==> config.mk <==
export PLATFORM = sky130hd
export DESIGN_NAME = pdd_ctrl
export DESIGN_NICKNAME = d
export VERILOG_FILES = /design/src/rtl/pdd_pkg.sv /design/src/rtl/pdd_ctrl.sv
export SDC_FILE = /design/constraint.sdc
export NUM_CORES = 1
export LEC_CHECK = 0
export BUFFER_PORTS_ARGS = -buffer_cell sky130_fd_sc_hd__clkbuf_2
export CELL_PAD_IN_SITES_DETAIL_PLACEMENT = 0
export CELL_PAD_IN_SITES_GLOBAL_PLACEMENT = 2
export CORE_AREA = 2 2 39 41
export DETAILED_ROUTE_END_ITERATION = 16
export DIE_AREA = 0 0 41 43
export PLACE_DENSITY_LB_ADDON = 0.1
export SETUP_SLACK_MARGIN = 0.2
export SYNTH_ARGS = -nofsm -noshare
export SYNTH_HDL_FRONTEND = slang
export SYNTH_SLANG_ARGS = --single-unit
==> constraint.sdc <==
create_clock -name i_clk -period 3 [get_ports i_clk]
set_input_delay 0.3 -clock i_clk [delete_from_list [all_inputs] [get_ports i_clk]]
set_output_delay 0.3 -clock i_clk [all_outputs]
set_load 0.005 [all_outputs]
==> src/rtl/pdd_pkg.sv <==
package pdd_pkg;

    localparam int MAX_LEVELS_DEF  = 4;
    localparam int MAX_ANCHORS_DEF = 8;

    // wide enough for any count compare at the default parameter values
    localparam int CMP_W = 8;
    localparam int SH_W  = 6;

    typedef enum logic [2:0] {
        CFG_NUM_LEVELS      = 3'd0,
        CFG_NUM_ANCHORS     = 3'd1,
        CFG_ANCHOR_STEP     = 3'd2,
        CFG_SCORE_THRESHOLD = 3'd3,
        CFG_IMAGE_WIDTH     = 3'd4,
        CFG_IMAGE_HEIGHT    = 3'd5
    } t_cfg_idx;

    localparam logic [2:0]  RST_NUM_LEVELS      = 3'd3;
    localparam logic [3:0]  RST_NUM_ANCHORS     = 4'd1;
    localparam logic [16:0] RST_ANCHOR_STEP     = 17'd65536;
    localparam logic [30:0] RST_SCORE_THRESHOLD = 31'd3355443;
    localparam logic [12:0] RST_IMAGE_WIDTH     = 13'd416;
    localparam logic [12:0] RST_IMAGE_HEIGHT    = 13'd416;

    typedef struct packed {
        logic signed [15:0] objectness;
        logic signed [15:0] class_prob;
        logic signed [15:0] pred_x;
        logic signed [15:0] pred_y;
        logic signed [15:0] pred_h;
    } t_in_item;

    typedef struct packed {
        logic               hit;
        logic [11:0]        pred_index;
        logic signed [31:0] score;
        logic signed [31:0] center_x;
        logic signed [31:0] center_y;
        logic signed [31:0] box_width;
        logic signed [31:0] box_height;
        logic               last;
    } t_out_item;

    typedef struct packed {
        logic [2:0]  index;
        logic [30:0] value;
    } t_cfg_wr;

    typedef struct packed {
        logic [2:0]  num_levels;
        logic [3:0]  num_anchors;
        logic [16:0] anchor_step;
        logic [30:0] score_threshold;
        logic [12:0] image_width;
        logic [12:0] image_height;
    } t_cfg;

    typedef struct packed {
        logic load;
        logic mul;
        logic add;
        logic wide;
        logic pack;
    } t_dp_cmd;

    typedef enum logic [2:0] {
        ST_IDLE,
        ST_MUL,
        ST_ADD,
        ST_WIDE,
        ST_PACK
    } t_state;

    function automatic int pdd_max3(input int a, input int b, input int c);
        int m;
        m = (a > b) ? a : b;
        return (m > c) ? m : c;
    endfunction

endpackage

==> src/rtl/pdd_ctrl.sv <==
module pdd_ctrl
    import pdd_pkg::*;
(
    input  logic    i_clk,
    input  logic    i_rst_n,
    input  logic    i_in_valid,
    input  logic    i_out_ready,
    output logic    o_in_ready,
    output logic    o_out_valid,
    output t_dp_cmd o_cmd
);

    t_state r_state;
    t_state n_state;
    logic   r_out_valid;
    logic   n_out_valid;
    logic   slot_free;

    assign slot_free = !r_out_valid || i_out_ready;

    always_comb begin
        n_state = r_state;
        case (r_state)
            ST_IDLE: if (i_in_valid) n_state = ST_MUL;
            ST_MUL:  n_state = ST_ADD;
            ST_ADD:  n_state = ST_WIDE;
            ST_WIDE: n_state = ST_PACK;
            ST_PACK: if (slot_free) n_state = ST_IDLE;
            default: n_state = ST_IDLE;
        endcase
    end

    always_comb begin
        o_cmd      = '0;
        o_in_ready = 1'b0;
        case (r_state)
            ST_IDLE: begin
                o_in_ready = 1'b1;
                o_cmd.load = i_in_valid;
            end
            ST_MUL:  o_cmd.mul  = 1'b1;
            ST_ADD:  o_cmd.add  = 1'b1;
            ST_WIDE: o_cmd.wide = 1'b1;
            ST_PACK: o_cmd.pack = slot_free;
            default: ;
        endcase
    end

    // the result register frees once its beat is taken
    always_comb begin
        n_out_valid = r_out_valid;
        if (o_cmd.pack) begin
            n_out_valid = 1'b1;
        end else if (i_out_ready) begin
            n_out_valid = 1'b0;
        end
    end

    assign o_out_valid = r_out_valid;

    always_ff @(posedge i_clk) begin
        if (!i_rst_n) begin
            r_state     <= ST_IDLE;
            r_out_valid <= 1'b0;
        end else begin
            r_state     <= n_state;
            r_out_valid <= n_out_valid;
        end
    end

endmodule

**After elaboration in Yosys (flattened, before gate mapping)**

Index checks and enable logic that the tools add are counted.

- Register bits after elaboration: 4
- Input bits: 4
- Output and inout bits: 7

- Equality and inequality tests: 6
- Muxes and demuxes: 11
- Reduce and logical (&&, ||, !) cells: 5

Operators by type and width:

| cell | number |
|---|---|
| 3-bit case mux with 5 select lines | 1 |
| 1-bit two-way mux | 8 |
| 3-bit by 2-bit == test with 1-bit output (second input constant) | 2 |
| 3-bit two-way mux | 2 |
| 2-bit != test (second input constant) | 2 |
| 3-bit by 1-bit == test with 1-bit output (second input constant) | 1 |
| 3-bit == test (second input constant) | 1 |
| 3-bit logical NOT | 1 |
| 2-bit AND reduction | 1 |
| 2-bit nonzero test | 1 |
| 1-bit logical NOT | 1 |
| 1-bit logical OR | 1 |

**Longest topological paths before layout**

- Depth after elaboration: 4
- Depth in mapped cells: 3
- Mapped depth without buffers: 2

**Least setup slack after synthesis**

OpenSTA, ideal clock, no wires.

- Path type: register to output
- Start point: reg r_state[2]
- End point: out o_cmd[0] (netlist bit)
- Arrival time: 0.976 ns
- Data required time: 2.700 ns
- Setup slack: 1.724 ns
- Cell stages (with the launch flop): 4
- Buffers on the path: 1
- Cell sequence: dfxtp_1 -> or3b_4 -> nor2b_1 -> buf_4

RTL lines:

| element | RTL line | RTL |
|---|---|---|
| from (decl) | pdd_ctrl.sv:13 | `t_state r_state;` |
| from (signal assigned) | pdd_ctrl.sv:66 | `r_state <= n_state;` |
| to (decl) | pdd_ctrl.sv:10 | `output t_dp_cmd o_cmd` |

==> out/results.ini <==
[timing]
fin_tns_setup_ns=0
min_period_over_period_pct=53.5
setup_viol=0
final.setup_skew_ns=0.00873
drv_slew=0
rsz0062_at_grt=no
hold_violations=0
worst_slew_pin_slew_ns=0.248
period_needed_ns=1.60
maxSlewHeadroom_pct=83.4
max_freq_ghz=0.623

[cts]
cts_num_sinks=4
cts.hold.buffers_added=0
postCtsSetupBuffers=0
cts_tree=done
htreeDepth=1
cts.path.max_buffers=2
cts-root-buf=clkbuf_4
cts_resized=0
cts_made_buffers=3
clock_latency_ns=0.24
path_clk_slew_ns=0.04

[synthesis]
synthMostInstantiatedCell=dfxtp_1
netlist_top_cells_area=dfxtp_1 (37%), buf_4 (6.9%), nor3b_1 (6.9%)
ys_seq_area_share_pct=37.0
synthArstFlopShare_pct=0
synth_top_area_cell=dfxtp_1
synth_ff_type=dfxtp_1
synthCells=22
ys_types=14
syn_nets=26
syn_area_per_cell_sq_um=9.84
yosysTopAreaCellShare_pct=37.0
synth_edf_count=0
ys_seq_elements=4
ys_warn_count=0
syn_area_sq_um=216

[critical_path]
r2r_end=o_out_valid
endpoint_kind=primary output
crit_path_start_kind=flip-flop
path_cells=or3b_4 > nor2b_1 > clkbuf_2
r2r_slack_ns=1.99
critPathArrivalTime_ns=1.30
crit_type=reg2out
ff2ff_path_depth=2
crit_buf_inv=1
cp_max_fo=6
slowest_stage=or3b_4
cp.required_ns=2.70
rr_startpoint=r_state[2]
slowest_delay_ns=0.43
cp_top_family=simple AND/OR/NAND/NOR gates

[layout]
final_util_pct=21.2
area_growth_pct=35.8
layout.nets=39
antenna_cells=0
fin_cells=49
drive_gt1_share_pct=51.5

[detailed_routing]
ant_nets=0
num_vias=182
vias_per_cell=3.71
drt-total-wl_um=482
drt_first_pass_iters=2
drt-wirelength-per-cell_um=9.84
drc=0
drt_iter0_drc=4

[power]
p_clk_share_pct=43.6
comb_power_share_pct=15.8
netSwitchingPower_w=0.0000396
ir_drop_mv=0.271
p_int_w=0.000116
power_density_nw_per_um2=531
swShare_pct=25.4
seqPwrFrac_pct=40.6
leakagePower_nw=0.127

[hold_path]
hold_class=in2reg
hold_depth=3
min_from=i_in_valid
whs_endpoint=r_state[0]

[placed_design]
dp_cells=46
numPortBuffers=10
gp_congestion=0.623
place_hpwl_um=356

[floorplanning]
die_width_um=41
start_util_pct=15.6
io_pins=11
row_count=14
core_area_sq_um=1380
dieArea_sq_um=1760
chipHeight_um=43

[global_routing]
grt_pass1_wl_um=869
grt_max_degree=8
grt_pass1_vias=190
grt_overflow=0
grt_antenna_before_repair=0
grt_use_total_pct=8.22

[run_status]
status=complete, no violations

[run]
cap_violations=0

==> routing by layer <==
| metal | wire [um] | up-vias | global-route usage [%] |
|---|---|---|---|
| li1 | - | 96 | - |
| met1 | 225 | 77 | 9.94 |
| met2 | 201 | 9 | 8.44 |
| met3 | 55 | 0 | 9.42 |
| met4 | 0 | 0 | 4.00 |
| met5 | 0 | - | 0 |
==> sequential cells by signal, indices dropped and copies added, names as in the netlist <==
signal	cells
o_out_valid	1
r_state	3
==> layout by cell type (no fill, tap or decap), drive strengths merged <==
cell / synthesis / layout
clkbuf: 0 / 13
dfxtp: 4 / 4
nand2b: 2 / 2
nor3b: 2 / 2
nor3: 2 / 2
nor2: 2 / 2
or3b: 1 / 1
nor2b: 1 / 1
and3b: 1 / 1
and2: 1 / 1
nand3b: 1 / 1
o2bb2ai: 1 / 1
a21boi: 1 / 1
xnor2: 1 / 1
==> power groups by stage <==
stage          Combinational [W]  Clock [W]  Sequential [W]
4_1_cts                0.0000253  0.0000712       0.0000631
3_5_place_dp           0.0000251          0       0.0000639
5_1_grt                0.0000275  0.0000764       0.0000638
6_report               0.0000246  0.0000681       0.0000633
3_3_place_gp           0.0000250          0       0.0000642
2_1_floorplan          0.0000148          0       0.0000622
==> worst reg2reg max path, cell delays in order, from the launching register on <==
cell,delay [ns]
dfxtp_1,0.39
or3b_4,0.43
a21boi_2,0.13
==> how the worst max path moves through the flow <==
stage | start | endpoint | slack (ns) | cells past startpoint
after floorplan | r_state[2] | o_cmd[0] | 1.72 | 3
after global placement | r_state[2] | o_cmd[0] | 1.64 | 3
after detailed placement | r_state[2] | o_cmd[0] | 1.66 | 3
after CTS | r_state[2] | o_cmd[0] | 1.39 | 3
after global routing | r_state[2] | o_cmd[0] | 1.31 | 3
final | r_state[2] | o_cmd[0] | 1.40 | 3
==> area by class of cell <==
type	count	area, sq um
Sequential cell	4	80.1
Multi-Input combinational cell	16	121
Timing Repair Buffer	10	50.0
Clock buffer	3	22.5
Tap cell	16	20.0
Fill cell	162	1090
==> cell families after synthesis <==
group                  Yosys count  synth area share [%]
XOR/XNOR                         1                  4.05
AND/OR/NAND/NOR                 13                  39.9
flip-flops                       4                  37.0
AO/OA/AOI/OAI                    2                  12.1
buffers and inverters            2                  6.93
==> per-stage QoR <==
step | cell area (sq um) | worst slack, ns | hold WS, ns | power, W
floorplan | 216 | 1.72 | 0.408 | 0.0000771
global placement | 272 | 1.64 | 0.494 | 0.0000892
detailed placement | 272 | 1.66 | 0.518 | 0.0000890
CTS | 294 | 1.39 | 0.330 | 0.000160
global route | 294 | 1.31 | 0.350 | 0.000168
finish | 294 | 1.40 | 0.329 | 0.000156
No activity file was read; power rests on OpenSTA's default activity.
