[config.mk]
export PLATFORM = sky130hd
export DESIGN_NAME = pdd_cfg_regs
export DESIGN_NICKNAME = d
export VERILOG_FILES = /design/src/rtl/pdd_pkg.sv /design/src/rtl/pdd_cfg_regs.sv
export SDC_FILE = /design/constraint.sdc
export NUM_CORES = 1
export LEC_CHECK = 0
export ABC_AREA = 0
export BUFFER_PORTS_ARGS = -buffer_cell sky130_fd_sc_hd__buf_2
export CAP_MARGIN = 20
export CORE_ASPECT_RATIO = 1.5
export CORE_MARGIN = 2
export CORE_UTILIZATION = 50
export DETAILED_ROUTE_END_ITERATION = 6
export GPL_ROUTABILITY_DRIVEN = 0
export PLACE_DENSITY = 0.79
export SYNTH_ARGS = -nofsm -noshare
export SYNTH_HDL_FRONTEND = slang
export SYNTH_SLANG_ARGS = --single-unit
[constraint.sdc]
create_clock -name i_clk -period 2.7 [get_ports i_clk]
set_clock_uncertainty 0.15 [all_clocks]
set_input_delay 0.405 -clock i_clk [delete_from_list [all_inputs] [get_ports i_clk]]
set_output_delay 0.405 -clock i_clk [all_outputs]
set_load 0.02 [all_outputs]
[src/rtl/pdd_pkg.sv]
package pdd_pkg;

    localparam int MAX_LEVELS_DEF  = 4;
    localparam int MAX_ANCHORS_DEF = 8;

    // wide enough for any count compare at the default parameter values
    localparam int CMP_W = 8;
    localparam int SH_W  = 6;

    typedef enum logic [2:0] {
        CFG_NUM_LEVELS      = 3'd0,
        CFG_NUM_ANCHORS     = 3'd1,
        CFG_ANCHOR_STEP     = 3'd2,
        CFG_SCORE_THRESHOLD = 3'd3,
        CFG_IMAGE_WIDTH     = 3'd4,
        CFG_IMAGE_HEIGHT    = 3'd5
    } t_cfg_idx;

    localparam logic [2:0]  RST_NUM_LEVELS      = 3'd3;
    localparam logic [3:0]  RST_NUM_ANCHORS     = 4'd1;
    localparam logic [16:0] RST_ANCHOR_STEP     = 17'd65536;
    localparam logic [30:0] RST_SCORE_THRESHOLD = 31'd3355443;
    localparam logic [12:0] RST_IMAGE_WIDTH     = 13'd416;
    localparam logic [12:0] RST_IMAGE_HEIGHT    = 13'd416;

    typedef struct packed {
        logic signed [15:0] objectness;
        logic signed [15:0] class_prob;
        logic signed [15:0] pred_x;
        logic signed [15:0] pred_y;
        logic signed [15:0] pred_h;
    } t_in_item;

    typedef struct packed {
        logic               hit;
        logic [11:0]        pred_index;
        logic signed [31:0] score;
        logic signed [31:0] center_x;
        logic signed [31:0] center_y;
        logic signed [31:0] box_width;
        logic signed [31:0] box_height;
        logic               last;
    } t_out_item;

    typedef struct packed {
        logic [2:0]  index;
        logic [30:0] value;
    } t_cfg_wr;

    typedef struct packed {
        logic [2:0]  num_levels;
        logic [3:0]  num_anchors;
        logic [16:0] anchor_step;
        logic [30:0] score_threshold;
        logic [12:0] image_width;
        logic [12:0] image_height;
    } t_cfg;

    typedef struct packed {
        logic load;
        logic mul;
        logic add;
        logic wide;
        logic pack;
    } t_dp_cmd;

    typedef enum logic [2:0] {
        ST_IDLE,
        ST_MUL,
        ST_ADD,
        ST_WIDE,
        ST_PACK
    } t_state;

    function automatic int pdd_max3(input int a, input int b, input int c);
        int m;
        m = (a > b) ? a : b;
        return (m > c) ? m : c;
    endfunction

endpackage

[src/rtl/pdd_cfg_regs.sv]
module pdd_cfg_regs
    import pdd_pkg::*;
(
    input  logic    i_clk,
    input  logic    i_rst_n,
    input  logic    i_wr_valid,
    input  t_cfg_wr i_wr,
    output logic    o_wr_ready,
    output t_cfg    o_cfg
);

    t_cfg r_cfg;

    assign o_wr_ready = 1'b1;
    assign o_cfg      = r_cfg;

    always_ff @(posedge i_clk) begin
        if (!i_rst_n) begin
            r_cfg.num_levels      <= RST_NUM_LEVELS;
            r_cfg.num_anchors     <= RST_NUM_ANCHORS;
            r_cfg.anchor_step     <= RST_ANCHOR_STEP;
            r_cfg.score_threshold <= RST_SCORE_THRESHOLD;
            r_cfg.image_width     <= RST_IMAGE_WIDTH;
            r_cfg.image_height    <= RST_IMAGE_HEIGHT;
        end else if (i_wr_valid) begin
            case (t_cfg_idx'(i_wr.index))
                CFG_NUM_LEVELS:      r_cfg.num_levels      <= i_wr.value[2:0];
                CFG_NUM_ANCHORS:     r_cfg.num_anchors     <= i_wr.value[3:0];
                CFG_ANCHOR_STEP:     r_cfg.anchor_step     <= i_wr.value[16:0];
                CFG_SCORE_THRESHOLD: r_cfg.score_threshold <= i_wr.value[30:0];
                CFG_IMAGE_WIDTH:     r_cfg.image_width     <= i_wr.value[12:0];
                CFG_IMAGE_HEIGHT:    r_cfg.image_height    <= i_wr.value[12:0];
                default: ;
            endcase
        end
    end

endmodule

* Yosys cells after proc, flatten, opt, wreduce, memory -nomap -nowiden
Index checks and enable logic that the tools add are counted.
** Word-level totals
- Output and inout bits :: 82
- Bits in registers :: 81
- Word-level logic and storage cells :: 18
- Bits of input ports :: 37
** Cells by class
- Equality and inequality tests :: 5
- Reduce and logical (&&, ||, !) cells :: 7
** Operator list (number)
- 2-bit AND reduction :: 6
- 3-bit by 2-bit == test with 1-bit output (second input constant) :: 2
- 3-bit == test (second input constant) :: 2
- 3-bit by 1-bit == test with 1-bit output (second input constant) :: 1
- 3-bit logical NOT :: 1

* Longest topological paths before layout
Gate-level depths: netlist of the first run.
- Word-level depth :: 2
- Mapped depth :: 4
- Gate-level depth less buffers :: 2

* Least setup slack after synthesis of the first run
Ideal clock, no wire load.
- Kind :: in2reg
- From :: in i_wr[32] (netlist bit)
- To :: reg r_cfg, in the netlist o_cfg[78]
- Cell stages on the path :: 3
- Data required time :: 2.426 ns
- Arrival time :: 1.156 ns
- Slack :: 1.270 ns
- Setup time :: 0.124 ns
- Cells stage by stage :: or4b_1 -> buf_2 -> mux2i_1
** Between the ends
- Longest elaborated chain between the ends :: 2
** Ends and longest elaborated chain
- from (decl) :: line pdd_cfg_regs.sv:7 : input t_cfg_wr i_wr,
- 3-bit logical NOT :: line pdd_cfg_regs.sv:26 : case (t_cfg_idx'(i_wr.index))
- 2-bit AND reduction (no source line)
- to (decl) :: line pdd_cfg_regs.sv:12 : t_cfg r_cfg;
Every way passes these cells.
A chain may end at the register's enable or synchronous reset.

* Worst setup path after layout of the first run
- From :: reg r_cfg, in the netlist o_cfg[40]
- To :: out o_cfg[40] (netlist bit)
** RTL lines
- to (decl) :: line pdd_cfg_regs.sv:9 : output t_cfg o_cfg
No word-level cell between the ends.

==> results_dict.tcl, run 1 <==
set metrics [dict create \
    outcome "finished clean" \
    period_share_pct 53.4 \
    clkLatencyLatePin_ps 340 \
    rows 35 \
    synth_seq_cells 81 \
    critPathRequiredTime_ps 2140 \
    post_cts_buffers 0 \
    grt_pass1_wl_um 11300 \
    numClockSinks 81 \
    r2r-end "o_cfg[36]" \
    ys_types 14 \
    dpl.cell_count 491 \
    drv_cap 0 \
    antenna_found_initial 0 \
    drive_above_1_share_pct 32.8 \
    grt_remaining_overflow 0 \
    die_area_um2 7030 \
    powerDensity_nw_per_um2 629 \
    crit_family "flip-flops" \
    path_buf_inv 1 \
    ios 119 \
    clock-root-buffer "clkbuf_8" \
    drc 0 \
    timing_hold_violations_final 0 \
    clock.fmax_ghz 0.694 \
    synth_top_family_by_area "multiplexers" \
    synthToLayoutAreaGrowth_pct 28.6 \
    vias_per_cell 5.00 \
    dp_hpwl_um 5080 \
    path_class "reg2out" \
    grt_max_degree 39 \
    drv_slew 0 \
    setup_slack_ps 1260 \
    ant_nets 0 \
    synth_area_um2 3180 \
    hp-class "in2reg" \
    leakage_nw 1.95 \
    core_um2 6130 \
    arrival_ps 890 \
    largest_reg_flops 81 \
    cts_hold_buf 0 \
    irDropWorstVdd_mv 0.300 \
    clockBufferDepth 2 \
    dpl_cell_area_um2 3830 \
    synth_fa_ha_area_share_pct 0 \
    clk_pin_slew_ps 80 \
    max_stage_delay_ps 370 \
    yosys-top-cells-area "dfxtp_1 (51%), mux2i_1 (25%), nand2_1 (10%), nor2b_1 (6.9%), clkbuf_1 (1.3%)" \
    min-delay-start "i_wr[26]" \
    yosysTopAreaCell "dfxtp_1" \
    whs_path_depth 3 \
    finish.instance_area_um2 4090 \
    period_minus_slack_ps 1440 \
    drt-total-wl_um 7210 \
    r2r_slack_ps 1910 \
    rsz0062_at_grt "no" \
    worstSetupEndpointType "primary output" \
    yosys.area_share.simple_pct 19.7 \
    place_ws_ps 1060 \
    start_kind "flop" \
    fin_tns_setup_ps 0 \
    slew-limit-headroom_pct 64.8 \
    rr_startpoint "o_cfg[36]" \
    synth_warnings 0 \
    crit_chain "buf_2" \
    diodes 0 \
    syn_inst 316 \
    initial_core_util_pct 51.9 \
    die_h_um 102 \
    drt-initial-drc-count 122 \
    yosys.area.top_type_share_pct 51.0 \
    synth.avg_cell_area_um2 10.1 \
    cts_resized 0 \
    numPortBuffers 117 \
    die_width_um 69.1 \
    cp_slowest_cell "dfxtp_1" \
    synth_compound_area_share_pct 0 \
    r2r_cells 2 \
    stdcell_count 507 \
    hold_end "o_cfg[52]" \
    cts-htree-levels 3 \
    cts_buffers 9 \
    synth-seq-area-share_pct 51.0 \
    muxShareOfSynthArea_pct 25.5 \
    synth_nets 353 \
    setup_viol 0 \
    cts_tree "done" \
    grt_use_total_pct 20.5 \
    critPathMaxFanout 2 \
    grt_pass1_vias 2323 \
    tightest_slew_ps 524 \
    synthXorXnorAreaFrac_pct 0 \
    holdWs_ps 147 \
    via_count 2534 \
    post_drt_wl_per_cell_um 14.2 \
    finalNetCount 465 \
    firstDrtPassIters 5 \
]
worst reg2reg max path: stages (launching register included):
cell     delay (ps)
dfxtp_1         350
nand2_1          70
mux2i_1         140
cells in the mapped netlist (all sizes together):
cell type  count
clkbuf        11
and4b          1
dfxtp         81
nand4bb        2
buf           13
nand2         86
nand4b         1
mux2i         81
and4bb         1
or4b           1
nor2b         35
nor4bb         2
conb           1
metrics by stage:
| step | util, % | power, mW |
|---|---|---|
| after global routing | 66.7 | 2.66 |
| final | 66.7 | 2.57 |
| after floorplan | - | 1.39 |
| after global placement | 62.5 | 1.47 |
| after detailed placement | 62.5 | 1.47 |
| after CTS | 66.7 | 2.59 |
layout by cell type (no fill, tap or decap), drive strengths merged:
cell | netlist | final
bufinv | 0 | 4
buf | 13 | 125
nand4bb | 2 | 2
clkbuf | 11 | 11
mux2i | 81 | 81
nand4b | 1 | 1
nor2b | 35 | 35
or4b | 1 | 1
and4b | 1 | 1
nor4bb | 2 | 2
clkinvlp | 0 | 1
and4bb | 1 | 1
conb | 1 | 1
dfxtp | 81 | 81
nand2 | 86 | 86
logic make-up (layout without fill, tap and decap cells):
family,after synthesis,in the layout
muxes,81,81
DFF,81,81
buffers and inverters,24,141
and+or+nand+nor,129,129
other,1,1
report_power, final:
| part | internal [mW] | switching (mW) | total [mW] |
|---|---|---|---|
| clock | 0.709 | 0.421 | 1.13 |
| combinational | 0.0855 | 0.126 | 0.211 |
| sequential | 1.22 | 0.0135 | 1.23 |
| total | 2.01 | 0.560 | 2.57 |
final cells by class:
cell class | count | area [um2]
Fill cell | 519 | 2040
Sequential cell | 81 | 1620
Multi-Input combinational cell | 211 | 1460
Timing Repair Buffer | 125 | 661
Clock buffer | 11 | 131
Clock inverter | 5 | 128
Tap cell | 74 | 92.6
worst max-delay path by stage:
stage                    from   endpoint  slack [ps]  cells after the start
floorplan            i_wr[32]  o_cfg[78]        1270                      3
global placement     i_wr[32]  o_cfg[78]        1090                      3
detailed placement   i_wr[32]  o_cfg[78]        1060                      3
CTS                 o_cfg[40]  o_cfg[40]        1250                      1
global route        o_cfg[75]  o_cfg[75]        1210                      1
finish              o_cfg[40]  o_cfg[40]        1260                      1
routing by layer:
| layer | share of wire, % | global-route usage [%] | vias to the layer above |
|---|---|---|---|
| li1 | - | - | 1257 |
| met1 | 42 | 23.6 | 1197 |
| met2 | 51 | 36.3 | 69 |
| met3 | 4.6 | 5.77 | 11 |
| met4 | 1.8 | 7.54 | 0 |
| met5 | 0 | 0 | - |
(Power assumes the default switching activity.)
==> run 2, diff against run 1 <==
--- a/config.mk
+++ b/config.mk
@@ -10,10 +10,10 @@
 export CAP_MARGIN = 20
 export CORE_ASPECT_RATIO = 1.5
 export CORE_MARGIN = 2
-export CORE_UTILIZATION = 50
+export CORE_UTILIZATION = 49
 export DETAILED_ROUTE_END_ITERATION = 6
 export GPL_ROUTABILITY_DRIVEN = 0
-export PLACE_DENSITY = 0.79
+export PLACE_DENSITY = 0.78
 export SYNTH_ARGS = -nofsm -noshare
 export SYNTH_HDL_FRONTEND = slang
 export SYNTH_SLANG_ARGS = --single-unit
==> constraint.sdc (replaced) <==
create_clock -name i_clk -period 1.5 [get_ports i_clk]
set_clock_uncertainty 0.15 [all_clocks]
set_input_delay 0.225 -clock i_clk [delete_from_list [all_inputs] [get_ports i_clk]]
set_output_delay 0.225 -clock i_clk [all_outputs]
set_load 0.02 [all_outputs]
==> run 2 against run 1 <==
Against the previous run:
- final area increased by 5.6%
- sequential share of layout area decreased by 2.1 points
- critical path depth unchanged
- first-iteration DRC count decreased by 5.7%
- combinational power increased by 100%
- flip-flop and latch count unchanged
- wire length decreased by 0.39%
- die area increased by 1.9%
- cell count increased by 4.7%
- worst hold slack got worse by 130 ps
- register-to-register slack got worse by 1200 ps
- global-route usage increased by 0.24 points
==> results_dict.tcl, run 2 (synthesis results as in run 1) <==
set metrics [dict create \
    die_area_um2 7160 \
    cts_buffers 9 \
    start_kind "flop" \
    drt-initial-drc-count 115 \
    rows 36 \
    antenna_found_initial 0 \
    finalNetCount 487 \
    cts-htree-levels 3 \
    die_width_um 69.8 \
    irDropWorstVdd_mv 0.636 \
    period_minus_slack_ps 1250 \
    clk_pin_slew_ps 90 \
    ant_nets 0 \
    leakage_nw 2.05 \
    dpl_cell_area_um2 3900 \
    mostFrequentLayoutCells "buf_2 (116), nand2_1 (86), mux2i_1 (81), dfxtp_1 (81), nor2b_1 (35)" \
    setup_viol 0 \
    critPathMaxFanout 2 \
    clockBufferDepth 2 \
    dp_hpwl_um 5110 \
    core_um2 6400 \
    grt_use_total_pct 20.7 \
    period_share_pct 83.1 \
    r2r_slack_ps 710 \
    powerDensity_nw_per_um2 1030 \
    mostFrequentLayoutCell "buf_2" \
    clock-root-buffer "clkbuf_8" \
    clkLatencyLatePin_ps 330 \
    drv_slew 0 \
    grt_max_degree 51 \
    max_stage_delay_ps 360 \
    numPortBuffers 117 \
    grt_pass1_vias 2605 \
    drive_above_1_share_pct 32.5 \
    via_count 2568 \
    grt_remaining_overflow 0 \
    crit_chain "buf_2" \
    path_depth 1 \
    arrival_ps 870 \
    die_h_um 103 \
    timing_hold_violations_final 0 \
    crit_family "flip-flops" \
    largest_reg_flops 81 \
    critPathRequiredTime_ps 1120 \
    path_buf_inv 1 \
    ios 119 \
    rsz0062_at_grt "no" \
    clock.fmax_ghz 0.803 \
    worstSetupEndpointType "primary output" \
    firstDrtPassIters 6 \
    synthToLayoutAreaGrowth_pct 35.8 \
    finish.instance_area_um2 4320 \
    r2r_cells 2 \
    cts_tree "done" \
    drc 0 \
    total_power_mw 4.46 \
    hp-class "in2reg" \
    drv_cap 0 \
    grt_pass1_wl_um 11800 \
    post_drt_wl_per_cell_um 13.5 \
    holdWs_ps 19.2 \
    outcome "finished clean" \
    whs_path_depth 3 \
    diodes 0 \
    drt-total-wl_um 7190 \
    numClockSinks 81 \
    cp_slowest_cell "dfxtp_1" \
    vias_per_cell 4.84 \
    fin_util_pct 67.5 \
    fin_tns_setup_ps 0 \
    cts_resized 0 \
    initial_core_util_pct 49.7 \
    path_class "reg2out" \
]
## run 2: cell count changes in the layout (fill, tap and decap cells not counted)
cell	delta
clkinvlp_4	-1
bufinv_16	-2
clkbuf_8	+2
clkinv_4	+2
clkbuf_1	-2
buf_12	+3
buf_4	+1
dlygate4sd3_1	+18
inv_6	+1
## run 2: final timing paths
path	from	endpoint
setup / recovery	o_cfg[16]	o_cfg[16]
hold / removal	i_wr[15]	o_cfg[72]
setup reg to reg	o_cfg[16]	o_cfg[16]
hold reg to reg	o_cfg[44]	o_cfg[44]
## run 2: final cells by class
type                       instances  area, um2
clock buffer                      11        151
clock inverter                     5       86.3
fill                             543       2080
multi-input combinational        211       1460
sequential                        81       1620
tap                               76       95.1
timing repair buffer             147        908
## run 2: worst register-to-register path: cells and delay by family, from the launching register on
family | cells | cell delay (ps)
flip-flops | 1 | 360
AND/OR/NAND/NOR | 1 | 60
multiplexers | 1 | 150
## run 2: power by group
group	internal (mW)	switching, mW	total (mW)
Sequential	2.20	0.0227	2.22
Combinational	0.197	0.235	0.432
Clock	1.04	0.773	1.81
Total	3.43	1.03	4.46
## run 2: through the flow
step | cells | setup WS (ps)
global route | 531 | 202
CTS | 531 | 234
global placement | 497 | 15.1
detailed placement | 497 | -66.4
floorplan | 316 | 250
finish | 531 | 254
## run 2: routing by layer
layer	GRT usage, %	vias up	wire length [um]
met5	0	-	0
met4	8.43	0	132
met3	5.47	10	328
met2	37.4	74	3840
met1	23.3	1181	2890
li1	-	1303	-
## run 2: repair_timing
item,in CTS,in global routing
setup buffers,0,0
hold endpoints to repair,19,0
hold buffers,18,0
